[src/hdl/sha256_pkg.sv]
// Shared types, constants and round functions of the SHA-256 stream hasher.
// Depends on nothing; imported by sha256_buf_mem, sha256_round and sha256_stream_hasher.
package sha256_pkg;

    localparam int BLOCK_WORDS = 16;
    localparam int ROUNDS      = 64;
    localparam int LEN_POS     = 56;
    localparam int DIGEST_WORDS = 8;

    localparam logic [7:0] PAD_MARK = 8'h80;

    // compression counter: fetch at 0..15, shift at 1..64, round at 2..65, fold at 66
    localparam int CNT_W      = 7;
    localparam int SHIFT_LAST = ROUNDS;
    localparam int ROUND_LAST = ROUNDS + 1;
    localparam int FOLD_CNT   = ROUNDS + 2;

    localparam logic [31:0] ROUND_K [ROUNDS] = '{
        32'h428a2f98, 32'h71374491, 32'hb5c0fbcf, 32'he9b5dba5,
        32'h3956c25b, 32'h59f111f1, 32'h923f82a4, 32'hab1c5ed5,
        32'hd807aa98, 32'h12835b01, 32'h243185be, 32'h550c7dc3,
        32'h72be5d74, 32'h80deb1fe, 32'h9bdc06a7, 32'hc19bf174,
        32'he49b69c1, 32'hefbe4786, 32'h0fc19dc6, 32'h240ca1cc,
        32'h2de92c6f, 32'h4a7484aa, 32'h5cb0a9dc, 32'h76f988da,
        32'h983e5152, 32'ha831c66d, 32'hb00327c8, 32'hbf597fc7,
        32'hc6e00bf3, 32'hd5a79147, 32'h06ca6351, 32'h14292967,
        32'h27b70a85, 32'h2e1b2138, 32'h4d2c6dfc, 32'h53380d13,
        32'h650a7354, 32'h766a0abb, 32'h81c2c92e, 32'h92722c85,
        32'ha2bfe8a1, 32'ha81a664b, 32'hc24b8b70, 32'hc76c51a3,
        32'hd192e819, 32'hd6990624, 32'hf40e3585, 32'h106aa070,
        32'h19a4c116, 32'h1e376c08, 32'h2748774c, 32'h34b0bcb5,
        32'h391c0cb3, 32'h4ed8aa4a, 32'h5b9cca4f, 32'h682e6ff3,
        32'h748f82ee, 32'h78a5636f, 32'h84c87814, 32'h8cc70208,
        32'h90befffa, 32'ha4506ceb, 32'hbef9a3f7, 32'hc67178f2
    };

    localparam logic [31:0] INIT_H [DIGEST_WORDS] = '{
        32'h6a09e667, 32'hbb67ae85, 32'h3c6ef372, 32'ha54ff53a,
        32'h510e527f, 32'h9b05688c, 32'h1f83d9ab, 32'h5be0cd19
    };

    typedef enum logic [1:0] {
        ST_IDLE,
        ST_PAD,
        ST_COMP,
        ST_OUT
    } hash_state_t;

    typedef struct packed {
        logic start;
        logic restart;
    } rnd_ctl_t;

    typedef struct packed {
        logic busy;
        logic done;
    } rnd_stat_t;

    function automatic logic [31:0] rotr(input logic [31:0] x, input int n);
        rotr = (x >> n) | (x << (32 - n));
    endfunction

    function automatic logic [31:0] bsig0(input logic [31:0] x);
        bsig0 = rotr(x, 2) ^ rotr(x, 13) ^ rotr(x, 22);
    endfunction

    function automatic logic [31:0] bsig1(input logic [31:0] x);
        bsig1 = rotr(x, 6) ^ rotr(x, 11) ^ rotr(x, 25);
    endfunction

    function automatic logic [31:0] ssig0(input logic [31:0] x);
        ssig0 = rotr(x, 7) ^ rotr(x, 18) ^ (x >> 3);
    endfunction

    function automatic logic [31:0] ssig1(input logic [31:0] x);
        ssig1 = rotr(x, 17) ^ rotr(x, 19) ^ (x >> 10);
    endfunction

    function automatic logic [31:0] choose(input logic [31:0] e, input logic [31:0] f,
                                           input logic [31:0] g);
        choose = (e & f) ^ (~e & g);
    endfunction

    function automatic logic [31:0] majority(input logic [31:0] a, input logic [31:0] b,
                                             input logic [31:0] c);
        majority = (a & b) ^ (a & c) ^ (b & c);
    endfunction

endpackage

[src/hdl/sha256_if.sv]
// Valid/ready channels of the SHA-256 stream hasher: message bytes in, digest words out.
// Standalone; no package needed.
interface sha256_in_if;
    logic       valid;
    logic       ready;
    logic [7:0] data_byte;
    logic       byte_present;
    logic       message_end;

    modport source(output valid, data_byte, byte_present, message_end, input ready);
    modport sink(input valid, data_byte, byte_present, message_end, output ready);
endinterface

interface sha256_out_if;
    logic        valid;
    logic        ready;
    logic [31:0] digest_word;
    logic [2:0]  word_number;
    logic        final_word;

    modport source(output valid, digest_word, word_number, final_word, input ready);
    modport sink(input valid, digest_word, word_number, final_word, output ready);
endinterface

[src/hdl/sha256_buf_mem.sv]
// Block buffer: 16 x 32-bit synchronous RAM, byte-lane write enables, registered read.
// Lane 3 holds the first byte of a word (big-endian). Uses sha256_pkg.
module sha256_buf_mem
    import sha256_pkg::*;
(
    input  logic        clk,
    input  logic        we,
    input  logic [3:0]  be,
    input  logic [3:0]  waddr,
    input  logic [31:0] wdata,
    input  logic [3:0]  raddr,
    output logic [31:0] rdata
);

    logic [31:0] mem [BLOCK_WORDS];

    always_ff @(posedge clk)
    begin
        if (we)
        begin
            for (int b = 0; b < 4; b++)
            begin
                if (be[b])
                begin
                    mem[waddr][8*b +: 8] <= wdata[8*b +: 8];
                end
            end
        end
    end

    always_ff @(posedge clk)
    begin
        rdata <= mem[raddr];
    end

endmodule

[src/hdl/sha256_round.sv]
// Compression engine: fetches the block from the buffer RAM, runs the schedule window
// and 64 rounds one per cycle, then folds into the chaining words. Uses sha256_pkg.
module sha256_round
    import sha256_pkg::*;
(
    input  logic        clk,
    input  logic        rst_n,
    input  rnd_ctl_t    ctl,
    output rnd_stat_t   stat,
    output logic [3:0]  rd_addr,
    input  logic [31:0] rd_data,
    input  logic [2:0]  sel,
    output logic [31:0] sel_word
);

    logic [CNT_W-1:0] cnt_reg;
    logic             busy_reg;
    logic [31:0]      chain_reg [DIGEST_WORDS];
    logic [31:0]      v_reg [DIGEST_WORDS];
    logic [31:0]      w_reg [BLOCK_WORDS];

    logic             shift_en;
    logic             round_en;
    logic             fold_en;
    logic [5:0]       t_idx;
    logic [31:0]      w_new;
    logic [31:0]      t1;
    logic [31:0]      t2;

    always_comb
    begin
        shift_en = busy_reg && (cnt_reg >= CNT_W'(1)) && (cnt_reg <= CNT_W'(SHIFT_LAST));
        round_en = busy_reg && (cnt_reg >= CNT_W'(2)) && (cnt_reg <= CNT_W'(ROUND_LAST));
        fold_en  = busy_reg && (cnt_reg == CNT_W'(FOLD_CNT));
        t_idx    = 6'(cnt_reg - CNT_W'(2));
        rd_addr  = cnt_reg[3:0];
        // first sixteen words come straight from the buffer, the rest from the window
        if (cnt_reg <= CNT_W'(BLOCK_WORDS))
            w_new = rd_data;
        else
            w_new = ssig1(w_reg[14]) + w_reg[9] + ssig0(w_reg[1]) + w_reg[0];
        t1 = v_reg[7] + bsig1(v_reg[4]) + choose(v_reg[4], v_reg[5], v_reg[6])
           + ROUND_K[t_idx] + w_reg[15];
        t2 = bsig0(v_reg[0]) + majority(v_reg[0], v_reg[1], v_reg[2]);
        stat.busy = busy_reg;
        stat.done = fold_en;
        sel_word  = chain_reg[sel];
    end

    always_ff @(posedge clk or negedge rst_n)
    begin
        if (!rst_n)
        begin
            busy_reg <= 1'b0;
            cnt_reg  <= '0;
        end
        else if (ctl.start)
        begin
            busy_reg <= 1'b1;
            cnt_reg  <= '0;
        end
        else if (busy_reg)
        begin
            busy_reg <= !fold_en;
            cnt_reg  <= cnt_reg + CNT_W'(1);
        end
    end

    always_ff @(posedge clk or negedge rst_n)
    begin
        if (!rst_n)
        begin
            for (int i = 0; i < DIGEST_WORDS; i++)
                chain_reg[i] <= INIT_H[i];
        end
        else if (ctl.restart)
        begin
            for (int i = 0; i < DIGEST_WORDS; i++)
                chain_reg[i] <= INIT_H[i];
        end
        else if (fold_en)
        begin
            for (int i = 0; i < DIGEST_WORDS; i++)
                chain_reg[i] <= chain_reg[i] + v_reg[i];
        end
    end

    always_ff @(posedge clk)
    begin
        if (ctl.start)
        begin
            for (int i = 0; i < DIGEST_WORDS; i++)
                v_reg[i] <= chain_reg[i];
        end
        else if (round_en)
        begin
            v_reg[7] <= v_reg[6];
            v_reg[6] <= v_reg[5];
            v_reg[5] <= v_reg[4];
            v_reg[4] <= v_reg[3] + t1;
            v_reg[3] <= v_reg[2];
            v_reg[2] <= v_reg[1];
            v_reg[1] <= v_reg[0];
            v_reg[0] <= t1 + t2;
        end
        if (shift_en)
        begin
            for (int j = 0; j < BLOCK_WORDS - 1; j++)
                w_reg[j] <= w_reg[j+1];
            w_reg[BLOCK_WORDS-1] <= w_new;
        end
    end

endmodule

[src/hdl/sha256_stream_hasher.sv]
// SHA-256 stream hasher: one accepted byte per cycle into the block RAM while idle; each
// full block then stalls the input (16-word fetch overlapped with 64 rounds, then fold).
// Message end: padding up to word 15, compression of one or two blocks, then 8 beats.
// No bytes are accepted while the single round unit of sha256_round compresses a block.
// Reset: chaining words to the initial hash, fill and bit count to zero; RAM uncleared.
// Uses sha256_pkg, sha256_if, sha256_buf_mem, sha256_round.
module sha256_stream_hasher
    import sha256_pkg::*;
(
    input  logic         clk,
    input  logic         rst_n,
    sha256_in_if.sink    msg,
    sha256_out_if.source digest
);

    hash_state_t state_reg, state_next;
    logic [5:0]  fill_reg, fill_next;
    logic [63:0] bit_count_reg, bit_count_next;
    logic [3:0]  pad_word_reg, pad_word_next;
    logic [5:0]  pad_pos_reg, pad_pos_next;
    logic        mark_en_reg, mark_en_next;
    logic        len_en_reg, len_en_next;
    logic        in_pad_reg, in_pad_next;
    logic        end_pend_reg, end_pend_next;
    logic [2:0]  out_idx_reg, out_idx_next;

    rnd_ctl_t    rnd_ctl;
    rnd_stat_t   rnd_stat;
    logic        mem_we;
    logic [3:0]  mem_be;
    logic [3:0]  mem_waddr;
    logic [31:0] mem_wdata;
    logic [3:0]  mem_raddr;
    logic [31:0] mem_rdata;
    logic [31:0] chain_word;
    logic [5:0]  byte_pos;
    logic [7:0]  pad_byte;

    sha256_buf_mem u_buf (
        .clk   (clk),
        .we    (mem_we),
        .be    (mem_be),
        .waddr (mem_waddr),
        .wdata (mem_wdata),
        .raddr (mem_raddr),
        .rdata (mem_rdata)
    );

    sha256_round u_round (
        .clk      (clk),
        .rst_n    (rst_n),
        .ctl      (rnd_ctl),
        .stat     (rnd_stat),
        .rd_addr  (mem_raddr),
        .rd_data  (mem_rdata),
        .sel      (out_idx_reg),
        .sel_word (chain_word)
    );

    assign msg.ready          = (state_reg == ST_IDLE);
    assign digest.valid       = (state_reg == ST_OUT);
    assign digest.digest_word = chain_word;
    assign digest.word_number = out_idx_reg;
    assign digest.final_word  = (out_idx_reg == 3'(DIGEST_WORDS - 1));

    always_ff @(posedge clk or negedge rst_n)
    begin
        if (!rst_n)
        begin
            state_reg     <= ST_IDLE;
            fill_reg      <= '0;
            bit_count_reg <= '0;
            pad_word_reg  <= '0;
            pad_pos_reg   <= '0;
            mark_en_reg   <= 1'b0;
            len_en_reg    <= 1'b0;
            in_pad_reg    <= 1'b0;
            end_pend_reg  <= 1'b0;
            out_idx_reg   <= '0;
        end
        else
        begin
            state_reg     <= state_next;
            fill_reg      <= fill_next;
            bit_count_reg <= bit_count_next;
            pad_word_reg  <= pad_word_next;
            pad_pos_reg   <= pad_pos_next;
            mark_en_reg   <= mark_en_next;
            len_en_reg    <= len_en_next;
            in_pad_reg    <= in_pad_next;
            end_pend_reg  <= end_pend_next;
            out_idx_reg   <= out_idx_next;
        end
    end

    always_comb
    begin
        state_next     = state_reg;
        fill_next      = fill_reg;
        bit_count_next = bit_count_reg;
        pad_word_next  = pad_word_reg;
        pad_pos_next   = pad_pos_reg;
        mark_en_next   = mark_en_reg;
        len_en_next    = len_en_reg;
        in_pad_next    = in_pad_reg;
        end_pend_next  = end_pend_reg;
        out_idx_next   = out_idx_reg;
        rnd_ctl        = '0;
        mem_we         = 1'b0;
        mem_be         = '0;
        mem_waddr      = fill_reg[5:2];
        mem_wdata      = {4{msg.data_byte}};
        byte_pos       = '0;
        pad_byte       = '0;

        unique case (state_reg)
            ST_IDLE:
            begin
                if (msg.valid)
                begin
                    if (msg.byte_present)
                    begin
                        mem_we         = 1'b1;
                        mem_be         = 4'b1000 >> fill_reg[1:0];
                        fill_next      = fill_reg + 6'd1;
                        bit_count_next = bit_count_reg + 64'd8;
                    end
                    if (msg.byte_present && (fill_reg == 6'(BLOCK_WORDS * 4 - 1)))
                    begin
                        // block full: compress first, pad afterwards if the message ends
                        rnd_ctl.start = 1'b1;
                        end_pend_next = msg.message_end;
                        state_next    = ST_COMP;
                    end
                    else if (msg.message_end)
                    begin
                        pad_pos_next  = fill_next;
                        pad_word_next = fill_next[5:2];
                        mark_en_next  = 1'b1;
                        len_en_next   = (fill_next < 6'(LEN_POS));
                        in_pad_next   = 1'b1;
                        state_next    = ST_PAD;
                    end
                end
            end

            ST_PAD:
            begin
                mem_we    = 1'b1;
                mem_waddr = pad_word_reg;
                for (int b = 0; b < 4; b++)
                begin
                    byte_pos = {pad_word_reg, 2'(b)};
                    if (mark_en_reg && (byte_pos == pad_pos_reg))
                        pad_byte = PAD_MARK;
                    else if (len_en_reg && (byte_pos >= 6'(LEN_POS)))
                        pad_byte = bit_count_reg[8 * (7 - byte_pos[2:0]) +: 8];
                    else
                        pad_byte = '0;
                    // keep message bytes below the pad start
                    mem_be[3-b]             = (byte_pos >= pad_pos_reg);
                    mem_wdata[8*(3-b) +: 8] = pad_byte;
                end
                if (pad_word_reg == 4'(BLOCK_WORDS - 1))
                begin
                    rnd_ctl.start = 1'b1;
                    state_next    = ST_COMP;
                end
                else
                begin
                    pad_word_next = pad_word_reg + 4'd1;
                end
            end

            ST_COMP:
            begin
                if (rnd_stat.done)
                begin
                    priority if (in_pad_reg && len_en_reg)
                    begin
                        out_idx_next = '0;
                        state_next   = ST_OUT;
                    end
                    else if (in_pad_reg)
                    begin
                        // extra block: zeros then the length
                        pad_pos_next  = '0;
                        pad_word_next = '0;
                        mark_en_next  = 1'b0;
                        len_en_next   = 1'b1;
                        state_next    = ST_PAD;
                    end
                    else if (end_pend_reg)
                    begin
                        pad_pos_next  = fill_reg;
                        pad_word_next = fill_reg[5:2];
                        mark_en_next  = 1'b1;
                        len_en_next   = (fill_reg < 6'(LEN_POS));
                        in_pad_next   = 1'b1;
                        end_pend_next = 1'b0;
                        state_next    = ST_PAD;
                    end
                    else
                    begin
                        state_next = ST_IDLE;
                    end
                end
            end

            ST_OUT:
            begin
                if (digest.ready)
                begin
                    if (out_idx_reg == 3'(DIGEST_WORDS - 1))
                    begin
                        rnd_ctl.restart = 1'b1;
                        fill_next       = '0;
                        bit_count_next  = '0;
                        in_pad_next     = 1'b0;
                        len_en_next     = 1'b0;
                        mark_en_next    = 1'b0;
                        state_next      = ST_IDLE;
                    end
                    else
                    begin
                        out_idx_next = out_idx_reg + 3'd1;
                    end
                end
            end

            default:
            begin
                state_next = ST_IDLE;
            end
        endcase
    end

`ifndef SYNTHESIS
    a_out_engine_idle: assert property (@(posedge clk) disable iff (!rst_n)
        digest.valid |-> !rnd_stat.busy)
        else $error("digest beat while compression is running");

    a_pad_engine_idle: assert property (@(posedge clk) disable iff (!rst_n)
        (state_reg == ST_PAD) |-> !rnd_stat.busy)
        else $error("buffer padded while the round unit reads it");

    a_start_when_idle: assert property (@(posedge clk) disable iff (!rst_n)
        rnd_ctl.start |-> !rnd_stat.busy)
        else $error("compression started while busy");

    a_restart_after_digest: assert property (@(posedge clk) disable iff (!rst_n)
        (digest.valid && digest.ready && digest.final_word)
        |=> (state_reg == ST_IDLE && fill_reg == '0 && bit_count_reg == '0))
        else $error("hasher not re-initialized after the last digest beat");
`endif

endmodule
[src/flat_wrapper.sv]
// flat-port wrapper written by rule: the top's interface ports become plain ports
module sha256_stream_hasher_flat import sha256_pkg::*;
  (clk, rst_n, msg_valid, msg_data_byte, msg_byte_present, msg_message_end, msg_ready, digest_valid, digest_digest_word, digest_word_number, digest_final_word, digest_ready);
  sha256_in_if msg_i ();
  sha256_out_if digest_i ();
  input  logic clk;
  input  logic rst_n;
  input wire logic [$bits(msg_i.valid)-1:0] msg_valid;
  input wire logic [$bits(msg_i.data_byte)-1:0] msg_data_byte;
  input wire logic [$bits(msg_i.byte_present)-1:0] msg_byte_present;
  input wire logic [$bits(msg_i.message_end)-1:0] msg_message_end;
  output wire logic [$bits(msg_i.ready)-1:0] msg_ready;
  output wire logic [$bits(digest_i.valid)-1:0] digest_valid;
  output wire logic [$bits(digest_i.digest_word)-1:0] digest_digest_word;
  output wire logic [$bits(digest_i.word_number)-1:0] digest_word_number;
  output wire logic [$bits(digest_i.final_word)-1:0] digest_final_word;
  input wire logic [$bits(digest_i.ready)-1:0] digest_ready;
  assign msg_i.valid = msg_valid;
  assign msg_i.data_byte = msg_data_byte;
  assign msg_i.byte_present = msg_byte_present;
  assign msg_i.message_end = msg_message_end;
  assign msg_ready = msg_i.ready;
  assign digest_valid = digest_i.valid;
  assign digest_digest_word = digest_i.digest_word;
  assign digest_word_number = digest_i.word_number;
  assign digest_final_word = digest_i.final_word;
  assign digest_i.ready = digest_ready;
  sha256_stream_hasher u_core (.clk(clk), .rst_n(rst_n), .msg(msg_i), .digest(digest_i));
endmodule
[config.mk]
export PLATFORM = sky130hd
export DESIGN_NAME = sha256_stream_hasher_flat
export DESIGN_NICKNAME = d
export VERILOG_FILES = /design/src/hdl/sha256_pkg.sv /design/src/hdl/sha256_if.sv /design/src/hdl/sha256_buf_mem.sv /design/src/hdl/sha256_round.sv /design/src/hdl/sha256_stream_hasher.sv /design/src/flat_wrapper.sv
export SDC_FILE = /design/constraint.sdc
export NUM_CORES = 2
export LEC_CHECK = 0
export ABC_AREA = 1
export BUFFER_PORTS_ARGS = -buffer_cell sky130_fd_sc_hd__buf_4
export CORE_AREA = 5 5 578 694
export DETAILED_ROUTE_END_ITERATION = 10
export DIE_AREA = 0 0 583 699
export MAX_ROUTING_LAYER = met4
export PLACE_DENSITY = 0.43
export SKIP_CTS_REPAIR_TIMING = 1
export SKIP_LAST_GASP = 1
export SYNTH_ARGS = -nofsm -noshare
export SYNTH_HDL_FRONTEND = slang
export SYNTH_SLANG_ARGS = --single-unit
[constraint.sdc]
create_clock -name clk -period 28.1 [get_ports clk]
set_input_delay 5.62 -clock clk [delete_from_list [all_inputs] [get_ports clk]]
set_output_delay 5.62 -clock clk [all_outputs]
set_load 0.02 [all_outputs]
==> results.md <==
* Status: finished, final reports clean
* Final worst path period need at 10.45 ns
* Setup WS pre-CTS at 17.86 ns
* VDD IR max at 0.0426 mV
* Syn nets at 11,573
* Initial antenna violation count at 20
* GR Overflow Total at 0
* PD cells at 47.9 mW/mm²
* CP max stage delay at 0.69 ns
* Max Freq at 95.7 MHz
* Setup slack, reg-to-reg at 17.77 ns
* FILL cells at 42,273
* Async SR Flop Fraction at 21.1%
* Most frequent cells in the layout: nand2_1 (2,134), inv_1 (1,343), edfxtp_1 (1,280), o21ai_0 (1,208), nor2_1 (1,022)
* Pins Over Slew Limit at 0
* Worst Path Arrival at 4.83 ns
* Setup TNS at 0 ns
* Predominant post-synthesis flop cell: edfxtp_1
* Die X at 583 µm
* Vias/cell at 4.87
* Drt wl/cell at 26.2 µm
* Share of layout cells above drive strength 1 at 6.27%
* Post-route ant nets at 0
* Worst-path clk slew at 0.06 ns
* Xor-xnor portion of the synthesized cell area at 3.71%
* Leakage at 45.4 nW
* Compound-Gate Fraction of Synth Area at 14.7%
* Slowest library cell on the worst path: buf_4
* CTS tree: done
* GRT Total Usage at 21.0%
* Post-Synth Simple-Gate Area at 16.7%
* Worst-Margin Slew at 1.35 ns
* Crit Reg-Reg Endpoint: u_core.u_round.v_reg[0][25]
* Total CTS buffers at 194
* Post-Synth Adder-Cell Area at 9.20%
* Cell variety after synth at 72
* Clk_lat worst skew at 0.93 ns
* Final nets at 11,614
* HP Start: u_core.u_round.w_reg[0][166]
* Seq/Total Area, Yosys at 49.0%
* Worst Hold Class: reg -> reg
* Crit path required time at 22.48 ns
* Clock root cell: clkbuf_16
* Worst path most repeated cell: buf_4
* Reg2Reg Launch Point: u_core.u_round.cnt_reg[1]
* Largest net degree at the start of global routing at 129
* Worst setup SP type: flip-flop
* Iteration count of the initial detailed-routing pass at 7
* Hold Vio Cnt, Final at 0
* Endpoints failing setup at 0
* Initial Util at 24.9%
* Core area at 0.394 mm²
* CTS H-tree depth at 4
* Period utilization at 37.2%
* Largest family of logic cells by synthesized area: simple AND/OR/NAND/NOR gates
* Post-Route WL at 429,000 µm
* Global-route wire length before repair at 601,000 µm
* Hold Path Sink: u_core.u_round.w_reg[0][134]
* Buf/Inv on CP at 3
* Synth Register Bits at 1,662
* Die ar. at 0.408 mm²
* DPL Wire Length at 332,000 µm
* Chip height at 699 µm
* Slew headroom at 9.37%
* Vias in the first global route at 78,857
* Synthesized area at 0.0980 mm²
* Mux contribution to synthesized area at 0.0102%
* FP Rows at 253
* Max-cap violations at 0
* DR DRC count at 0
* I/O pin count at 52
* Crit path max-delay family: buffers and inverters
* Placer Congestion at 0.997
* Final WS setup at 17.65 ns
* I/O Buffers at 51
* Mean post-synth cell area at 8.95 µm²
* CTS Buffer Depth at 4
* Worst clock skew at 0.0755 ns
* Worst r2r path cells at 34
* Crit end category: primary output
* Vias after detailed routing at 79,856
* RSZ-0062 raised after global routing: no
* Sink Count at 1,662
* Crit-path cells: inv_2, buf_4, o21ai_0, o22ai_1, nor2_1, a31oi_1, buf_4
* Layout area overhead at 13.2%
* Worst hold path depth at 0
* Commonest non-fill, non-tap cell in the layout: nand2_1
* Post-Syn Instances at 10,957
* Crit path max fanout at 40
* Drt initial violations at 7,044
* Yosys warning total at 0
* Critical path class: reg -> out
* Post-synth EDFFs at 1,280
==> report_power, final <==
group / switching, mW / internal (mW) / leakage, nW
clock: 1.10 / 1.49 / 3.07
sequential: 0.00835 / 2.64 / 17.0
combinational: 0.0692 / 0.0237 / 25.3
==> cell usage after synthesis (all sizes together), types with 4 or more instances <==
cell     instances  share of area [%]
nand2         2142                8.2
inv           1353                5.2
o21ai         1337                6.8
edfxtp        1280                 39
nor2          1034                4.0
a21oi          646                3.3
nand3          438                2.2
ha             407                5.2
clkbuf         240               0.92
xor2           232                2.1
dfrtp          214                5.5
fa             195                4.0
xnor2          183                1.6
a22oi          143                1.1
nand4          143               0.91
dfstp          136                3.6
nor3           123               0.66
buf            104               0.58
o22ai           98               0.63
a31oi           81               0.52
a21o            64               0.49
o21bai          57               0.44
o211ai          41               0.31
nand3b          35               0.27
dfxtp           32               0.65
or2             30               0.19
o21a            28               0.21
a21boi          22               0.17
nor4            18               0.11
o31ai           14               0.11
o311ai          11              0.098
a211oi           9              0.069
a221oi           7              0.063
o2111ai          7              0.063
o221ai           7              0.063
and3             5              0.032
clkinv           5              0.019
a31o             4              0.036
a32oi            4              0.036
and2             4              0.026
nor3b            4              0.036
==> cells by family (layout without fill, tap and decap cells) <==
logic type	count (synthesis)	after routing
compound gates	2595	2595
xor+xnor	415	415
fa+ha+maj	604	604
buf+inv	1702	1897
flops	1662	1662
mux	1	1
other cells	0	10
simple gates	3978	3978
==> layout make-up <==
| class | count | area [µm²] | area share (%) |
|---|---|---|---|
| clock inverters | 99 | 1040 | 0.939 |
| repair buffers | 189 | 1450 | 1.31 |
| clock buffers | 251 | 5250 | 4.73 |
| flip-flops and latches | 1662 | 48000 | 43.3 |
| well taps | 5227 | 6540 | 5.89 |
| multi-input cells | 7593 | 43500 | 39.2 |
| diodes | 10 | 25.0 | 0.0225 |
| inverters | 1358 | 5110 | 4.61 |
==> stage by stage <==
| step | power, mW | area, µm² | std cells | hold WS [ns] | util, % |
|---|---|---|---|---|---|
| after floorplan | 2.74 | 98000 | 10957 | 0.400 | - |
| after global placement | 2.79 | 105000 | 16029 | 0.400 | 26.6 |
| after detailed placement | 2.79 | 105000 | 16029 | 0.405 | 26.6 |
| after CTS | 5.39 | 111000 | 16379 | 0.389 | 28.2 |
| after global routing | 5.49 | 111000 | 16386 | 0.395 | 28.2 |
| final | 5.32 | 111000 | 16389 | 0.391 | 28.2 |
==> worst max-delay path by stage <==
| stage | startpoint | end | slack (ns) | depth (start not counted) |
|---|---|---|---|---|
| floorplan | u_core.u_round.cnt_reg[0] | u_core.u_round.w_reg[0][0] | 3.78 | 8 |
| global placement | u_core.u_round.cnt_reg[1] | u_core.u_round.v_reg[0][27] | 17.97 | 36 |
| detailed placement | u_core.u_round.cnt_reg[1] | u_core.u_round.v_reg[0][25] | 17.86 | 34 |
| CTS | u_core.digest.word_number[1] | digest_digest_word[31] | 17.64 | 7 |
| global route | u_core.u_round.cnt_reg[1] | u_core.u_round.v_reg[0][25] | 17.29 | 34 |
| finish | u_core.digest.word_number[1] | digest_digest_word[31] | 17.65 | 7 |
==> layer usage <==
layer	vias to the layer above	track usage, %	wire, µm
met3	694	2.46	20100
met4	0	10.0	24600
met2	2223	35.1	209000
li1	37413	-	-
met5	-	-	0
met1	39526	25.1	176000
No activity file was read; power rests on OpenSTA's default activity.
